<file path="src/rtl/u16u8_pkg.sv">
// package: beat types, encoder result type and surrogate constants
`timescale 1ns / 1ps

package u16u8_pkg;

    typedef struct packed {
        logic [20:0] code_unit;
        logic        last_unit;
    } in_beat_t;

    typedef struct packed {
        logic [7:0] utf8_byte;
        logic       last_of_run;
        logic       string_end;
    } out_beat_t;

    // up to four bytes of one code point, byte 0 first, plus their count
    typedef struct packed {
        logic [3:0][7:0] bytes;
        logic [2:0]      count;
    } enc_t;

    localparam logic [20:0] ONE_BYTE_MAX   = 21'h00007F;
    localparam logic [20:0] TWO_BYTE_MAX   = 21'h0007FF;
    localparam logic [20:0] THREE_BYTE_MAX = 21'h00FFFF;
    localparam logic [20:0] PLANE1_BASE    = 21'h010000;

    localparam logic [7:0] LEAD2  = 8'hC0;
    localparam logic [7:0] LEAD3  = 8'hE0;
    localparam logic [7:0] LEAD4  = 8'hF0;
    localparam logic [7:0] CONT   = 8'h80;

    localparam logic [15:0] HIGH_FIRST = 16'hD800;
    localparam logic [15:0] HIGH_LAST  = 16'hDBFF;
    localparam logic [15:0] LOW_FIRST  = 16'hDC00;
    localparam logic [15:0] LOW_LAST   = 16'hDFFF;

    localparam int unsigned MAX_BYTES = 6;

endpackage

</file>
<file path="src/rtl/u16u8_enc.sv">
// utf-8 encoder for one 21-bit code point
`timescale 1ns / 1ps

module u16u8_enc (
    input  logic [20:0]       cp,
    output u16u8_pkg::enc_t   enc
);

    always_comb begin
        enc = '0;
        if (cp <= u16u8_pkg::ONE_BYTE_MAX) begin
            enc.bytes[0] = {1'b0, cp[6:0]};
            enc.count    = 3'd1;
        end else if (cp <= u16u8_pkg::TWO_BYTE_MAX) begin
            enc.bytes[0] = u16u8_pkg::LEAD2 | {3'b000, cp[10:6]};
            enc.bytes[1] = u16u8_pkg::CONT | {2'b00, cp[5:0]};
            enc.count    = 3'd2;
        end else if (cp <= u16u8_pkg::THREE_BYTE_MAX) begin
            enc.bytes[0] = u16u8_pkg::LEAD3 | {4'b0000, cp[15:12]};
            enc.bytes[1] = u16u8_pkg::CONT | {2'b00, cp[11:6]};
            enc.bytes[2] = u16u8_pkg::CONT | {2'b00, cp[5:0]};
            enc.count    = 3'd3;
        end else begin
            enc.bytes[0] = u16u8_pkg::LEAD4 | {5'b00000, cp[20:18]};
            enc.bytes[1] = u16u8_pkg::CONT | {2'b00, cp[17:12]};
            enc.bytes[2] = u16u8_pkg::CONT | {2'b00, cp[11:6]};
            enc.bytes[3] = u16u8_pkg::CONT | {2'b00, cp[5:0]};
            enc.count    = 3'd4;
        end
    end

endmodule

</file>
<file path="src/rtl/utf16_to_utf8_transcoder.sv">
// top level: utf-16 / utf-32 unit to utf-8 byte stream transcoder
//
//   channel  | direction | handshake             | payload
//   ---------+-----------+-----------------------+-------------------------------------
//   s_       | in        | s_valid / s_ready     | code_unit[20:0], last_unit
//   m_       | out       | m_valid / m_ready     | utf8_byte[7:0], last_of_run, string_end
//   cfg_     | in        | cfg_valid / cfg_ready | cfg_data = pair_surrogates
//
// an input beat is encoded in the cycle it is accepted into a 6-byte result buffer
// the buffer drains one byte per cycle while m_ready is high; a unit yields n = 0..6 bytes
// a held high surrogate produces no bytes and the next beat is taken the cycle after
// the next beat is accepted in the same cycle the final buffered byte is taken
// aresetn (synchronous, active low) sets pairing on, drops the held surrogate, empties buffer
`timescale 1ns / 1ps

module utf16_to_utf8_transcoder (
    input  logic                  aclk,
    input  logic                  aresetn,

    input  logic                  s_valid,
    output logic                  s_ready,
    input  u16u8_pkg::in_beat_t   s_data,

    output logic                  m_valid,
    input  logic                  m_ready,
    output u16u8_pkg::out_beat_t  m_data,

    input  logic                  cfg_valid,
    output logic                  cfg_ready,
    input  logic                  cfg_data
);

    // configuration and surrogate hold state
    logic        pair_reg;
    logic        held_valid_reg, held_valid_next;
    logic [15:0] held_reg, held_next;

    // result buffer and byte serializer
    logic [7:0]  buf_reg [u16u8_pkg::MAX_BYTES];
    logic [7:0]  buf_next [u16u8_pkg::MAX_BYTES];
    logic [2:0]  cnt_reg, cnt_next;
    logic [2:0]  idx_reg;
    logic        busy_reg;
    logic        last_reg;

    logic        s_fire, m_fire, final_byte;

    // code point selection
    logic [15:0] unit16;
    logic        unit_high, unit_low;
    logic [20:0] cp_a, cp_b;
    logic        use_a, use_b;
    logic [2:0]  na, nb;
    u16u8_pkg::enc_t enc_a, enc_b;

    assign unit16    = s_data.code_unit[15:0];
    assign unit_high = (unit16 >= u16u8_pkg::HIGH_FIRST) && (unit16 <= u16u8_pkg::HIGH_LAST);
    assign unit_low  = (unit16 >= u16u8_pkg::LOW_FIRST) && (unit16 <= u16u8_pkg::LOW_LAST);

    // first code point: pair, flushed surrogate or the unit itself; second: unit after flush
    always_comb begin
        cp_a            = s_data.code_unit;
        cp_b            = {5'd0, unit16};
        use_a           = 1'b1;
        use_b           = 1'b0;
        held_valid_next = held_valid_reg;
        held_next       = held_reg;
        if (pair_reg) begin
            held_valid_next = 1'b0;
            held_next       = '0;
            if (held_valid_reg && unit_low) begin
                // surrogate pair -> supplementary plane
                cp_a = {1'b0, held_reg[9:0], unit16[9:0]} + u16u8_pkg::PLANE1_BASE;
            end else begin
                if (held_valid_reg) begin
                    cp_a = {5'd0, held_reg};
                end else begin
                    cp_a = {5'd0, unit16};
                end
                if (unit_high && !s_data.last_unit) begin
                    // hold this high surrogate until the next unit
                    held_valid_next = 1'b1;
                    held_next       = unit16;
                    use_a           = held_valid_reg;
                end else begin
                    use_b = held_valid_reg;
                    if (!held_valid_reg) begin
                        use_a = 1'b1;
                    end
                end
            end
        end
    end

    u16u8_enc u_enc_a (
        .cp  (cp_a),
        .enc (enc_a)
    );

    u16u8_enc u_enc_b (
        .cp  (cp_b),
        .enc (enc_b)
    );

    assign na = use_a ? enc_a.count : 3'd0;
    assign nb = use_b ? enc_b.count : 3'd0;

    // pack first sequence then second one behind it
    always_comb begin
        logic [2:0] kk;
        logic [2:0] bidx;
        for (int k = 0; k < u16u8_pkg::MAX_BYTES; k++) begin
            kk   = 3'(k);
            bidx = kk - na;
            if (kk < na) begin
                buf_next[k] = enc_a.bytes[kk[1:0]];
            end else if (bidx < nb) begin
                buf_next[k] = enc_b.bytes[bidx[1:0]];
            end else begin
                buf_next[k] = 8'h00;
            end
        end
        cnt_next = na + nb;
    end

    assign final_byte = (idx_reg == (cnt_reg - 3'd1));
    assign m_fire     = m_valid && m_ready;
    assign s_ready    = !busy_reg || (m_ready && final_byte);
    assign s_fire     = s_valid && s_ready;
    assign cfg_ready  = 1'b1;

    assign m_valid            = busy_reg;
    assign m_data.utf8_byte   = buf_reg[idx_reg];
    assign m_data.last_of_run = final_byte;
    assign m_data.string_end  = final_byte && last_reg;

    always_ff @(posedge aclk) begin
        if (!aresetn) begin
            pair_reg       <= 1'b1;
            held_valid_reg <= 1'b0;
            held_reg       <= '0;
            busy_reg       <= 1'b0;
            idx_reg        <= '0;
            cnt_reg        <= '0;
            last_reg       <= 1'b0;
        end else begin
            if (s_fire) begin
                buf_reg        <= buf_next;
                cnt_reg        <= cnt_next;
                idx_reg        <= '0;
                last_reg       <= s_data.last_unit;
                busy_reg       <= (cnt_next != 3'd0);
            end else if (m_fire) begin
                if (final_byte) begin
                    busy_reg <= 1'b0;
                end else begin
                    idx_reg <= idx_reg + 3'd1;
                end
            end
            if (cfg_valid && cfg_ready) begin
                pair_reg <= cfg_data;
            end
            // mode change drops any held surrogate
            if (cfg_valid && cfg_ready && (cfg_data != pair_reg)) begin
                held_valid_reg <= 1'b0;
                held_reg       <= '0;
            end else if (s_fire) begin
                held_valid_reg <= held_valid_next;
                held_reg       <= held_next;
            end
        end
    end

`ifndef SYNTHESIS
    // a busy buffer always has a byte under the read pointer
    assert property (@(posedge aclk) disable iff (!aresetn)
        busy_reg |-> (cnt_reg != 3'd0) && (idx_reg < cnt_reg)
                     && (cnt_reg <= 3'(u16u8_pkg::MAX_BYTES)))
        else $error("serializer index out of range");

    // only a high surrogate is ever held, and only in pairing mode
    assert property (@(posedge aclk) disable iff (!aresetn)
        held_valid_reg |-> pair_reg && (held_reg[15:10] == u16u8_pkg::HIGH_FIRST[15:10]))
        else $error("bad held surrogate");

    // a unit marked last never leaves a surrogate held
    assert property (@(posedge aclk) disable iff (!aresetn)
        (s_fire && s_data.last_unit && pair_reg && !(cfg_valid && cfg_data != pair_reg))
        |=> !held_valid_reg)
        else $error("surrogate held past end of string");

    // a byte that is not taken keeps the read pointer
    assert property (@(posedge aclk) disable iff (!aresetn)
        (m_valid && !m_ready) |=> m_valid && $stable(idx_reg))
        else $error("pending byte lost");
`endif

endmodule
</file>
<file path="config.mk">
export PLATFORM = sky130hd
export DESIGN_NAME = utf16_to_utf8_transcoder
export DESIGN_NICKNAME = d
export VERILOG_FILES = /design/src/rtl/u16u8_pkg.sv /design/src/rtl/u16u8_enc.sv /design/src/rtl/utf16_to_utf8_transcoder.sv
export SDC_FILE = /design/constraint.sdc
export NUM_CORES = 1
export LEC_CHECK = 0
export BUFFER_PORTS_ARGS = -buffer_cell sky130_fd_sc_hd__buf_2
export CAP_MARGIN = 40
export CELL_PAD_IN_SITES_DETAIL_PLACEMENT = 0
export CELL_PAD_IN_SITES_GLOBAL_PLACEMENT = 1
export CORE_ASPECT_RATIO = 1.5
export CORE_MARGIN = 1.5
export CORE_UTILIZATION = 42
export CTS_CLUSTER_SIZE = 30
export DETAILED_ROUTE_END_ITERATION = 8
export GPL_TIMING_DRIVEN = 0
export HOLD_SLACK_MARGIN = 0.06
export PLACE_DENSITY_LB_ADDON = 0.15
export SYNTH_ARGS = -nofsm -noshare
export SYNTH_HDL_FRONTEND = slang
export SYNTH_SLANG_ARGS = --single-unit
export TNS_END_PERCENT = 1
</file>
<file path="constraint.sdc">
create_clock -name aclk -period 3.6 [get_ports aclk]
set_input_delay 0.18 -clock aclk [delete_from_list [all_inputs] [get_ports aclk]]
set_output_delay 0.18 -clock aclk [all_outputs]
set_load 0.01 [all_outputs]
</file>
==> impl_metrics.tcl <==
set metrics [dict create \
    vias 5256 \
    gp_congestion 0.980 \
    drc 0 \
    hold_viol 0 \
    critPathMaxFanout 10 \
    nFillCells 1215 \
    drv_slew 0 \
    synthTopCellsByArea "edfxtp_1, dfxtp_1, nand2_1, a21oi_1, nor2_1" \
    clockRootBuffer "clkbuf_16" \
    switching_share_pct 30.9 \
    die_h_um 141 \
    p_sw_uw 774 \
    ant_nets 0 \
    pwr-share-comb_pct 25.0 \
    cts_buffer_depth 2 \
    syn_inst 617 \
    ir_worst_vdd_mv 0.217 \
    avgSynthCellArea_um2 8.68 \
    ys_warn_count 0 \
    layout_commonest_cell "nand2_1" \
    area_growth_pct 19.6 \
    yosys.area.top_type_share_pct 26.9 \
    viasPerCell 6.28 \
    clk_latency_ns 0.34 \
    dpl.hpwl_um 14900 \
    crit_path_start_kind "flop" \
    syn_nets 660 \
    cts_max_level 3 \
    synth-edff-count 48 \
    clkSinkCount 74 \
    violations "negative setup slack" \
    overflow 0 \
    antenna_cells 0 \
    skew_ns 0.0114 \
    synth.distinct_cells 73 \
    fmax_mhz 272 \
    numCtsBuffers 9 \
    numPortBuffers 34 \
    tightest_slew_ns 0.975 \
    worstPathRequired_ns 3.69 \
    seq_power_share_pct 38.5 \
    syn_area_um2 5360 \
    synth.largest_area_cell "edfxtp_1" \
    setup.worst_path.class "reg -> reg" \
    grt_max_degree 36 \
    drt-wirelength-per-cell_um 22.9 \
    end_kind "flop" \
    grt_pass1_wl_um 29100 \
    num_rows 50 \
    finalCritPeriodShare_pct 102 \
    pre_cts_ws_ns -1.16 \
    synthFlopType "edfxtp_1" \
    rsz0062_at_grt "yes" \
    cts_tree "built" \
    setup_slack_ns -0.0722 \
    grt_pass1_vias 4895 \
    start_util_pct 43.0 \
    antenna_found_initial 0 \
    wl_um 19200 \
    die-width_um 95.2 \
    postLayoutCoreUtil_pct 51.5 \
    drtIter0Drc 586 \
    largest_reg_flops 48 \
    cellLeakagePower_uw 0.00235 \
    p_clk_share_pct 36.5 \
    io_pins 41 \
    worstPathArrival_ns 3.76 \
    maxSlewHeadroom_pct 34.4 \
    layout.nets 719 \
    core_um2 12400 \
    hold_path.class "in -> reg" \
    clk_pin_slew_worst_paths_ns 0.06 \
    status "finished with violations" \
    grtUsageTotal_pct 29.3 \
    final_cell_mix "nand2_1, nor2_1, edfxtp_1" \
    internal-power_uw 1730 \
    report.power.total_uw 2500 \
    drive_above_1_share_pct 21.1 \
    synth-seq-area-share_pct 36.6 \
    period_minus_slack_ns 3.67 \
    drt_first_pass_iters 6 \
    die_area_um2 13500 \
    finalSetupViolations 4 \
    p_per_area_nw_per_um2 391 \
    cap_violations 0 \
    ys_seq_elements 74 \
    synthArstFlopShare_pct 0 \
]
cell type report:
type / instances / area, um^2 / area share (%)
Tap cell: 156 / 195 / 3.05
Buffer: 47 / 270 / 4.22
Inverter: 26 / 103 / 1.60
Timing Repair Buffer: 48 / 300 / 4.68
Clock buffer: 9 / 225 / 3.51
Clock inverter: 7 / 76.3 / 1.19
Multi-Input combinational cell: 470 / 3270 / 50.9
Sequential cell: 74 / 1970 / 30.8
critical path, cell delays in order, from the launching register on:
cell and delay [ns]:
dfxtp_4 0.37, ha_4 0.18, or2_1 0.22, a211o_1 0.34, a21oi_4 0.25, nand2b_4 0.08
buf_4 0.16, a21oi_4 0.21, inv_4 0.10, ha_1 0.26, clkbuf_4 0.23, a311oi_1 0.31
o22ai_2 0.17, nand3_2 0.21, o22ai_1 0.11, a21o_1 0.18
synth_stat cells, types with 5 or more instances:
cell type,count
o221ai_1,13
ha_1,14
a21boi_0,5
nor3b_1,5
nand2_1,62
xnor2_1,10
a21oi_1,46
clkbuf_1,22
a31oi_1,10
a222oi_1,5
nor2_1,60
dfxtp_1,26
a21o_1,7
a2bb2oi_1,5
a22oi_1,7
edfxtp_1,48
nor3_1,13
nand2b_1,10
and2_1,7
nand4_1,6
inv_1,23
o22ai_1,31
buf_4,5
nand3_1,29
o21ai_0,30
buf_2,12
mux2i_1,19
mux4_2,8
logic make-up (layout without fill, tap and decap cells):
family          Yosys count  after routing  share of synthesized area [%]
buf+inv                  73            137                           6.12
other cells               1              1                         0.0700
xor+xnor                 14             14                           2.29
fa+ha+maj                15             15                           3.64
compound gates          199            199                           25.0
flops                    74             74                           36.6
mux                      27             27                           6.91
simple gates            214            214                           19.4
power groups by stage:
stage	registers [uW]	clock network, uW	logic (uW)
4_1_cts	964	934	578
2_1_floorplan	981	0	370
3_3_place_gp	983	0	538
5_1_grt	966	964	671
6_report	963	914	626
3_5_place_dp	984	0	548
per-layer routing:
layer / share of wire (%) / vias up / routed length (um) / global-route usage (%)
met4: 4.7 / 0 / 908 / 13.7
met3: 5.9 / 55 / 1130 / 3.91
met5: 0 / - / 0 / 0
met1: 38 / 2460 / 7320 / 36.0
li1: - / 2448 / - / -
met2: 51 / 293 / 9850 / 49.8
path summary, 6_finish.rpt:
kind | start | endpoint | slack [ns] | depth (start not counted)
worst max-delay path | held_reg[6] | buf_reg[24] | -0.07 | 15
worst min-delay path | aresetn | pair_reg | 0.08 | 2
worst max register to register | held_reg[6] | buf_reg[24] | -0.07 | 15
worst min register to register | last_reg | last_reg | 0.46 | 2
what timing repair did:
action | 4_1_cts | 5_1_grt
buffers inserted | 5 | 6
gates resized for setup | 40 | 28
pin swaps | 6 | 7
endpoints found under the setup margin | 47 | 42
hold buffers | 1 | 0
hold endpoints to repair | 1 | 0
metrics by stage:
step / TNS, ns / area, um^2 / hold slack [ns] / cells
floorplan: -0.0167 / 5360 / 0.279 / 617
global placement: -51.32 / 5730 / 0.406 / 807
detailed placement: -39.25 / 5760 / 0.417 / 809
CTS: -0.220 / 6250 / 0.0716 / 831
global route: -0.734 / 6410 / 0.0837 / 837
finish: -0.242 / 6410 / 0.0781 / 837
(Power assumes the default switching activity.)
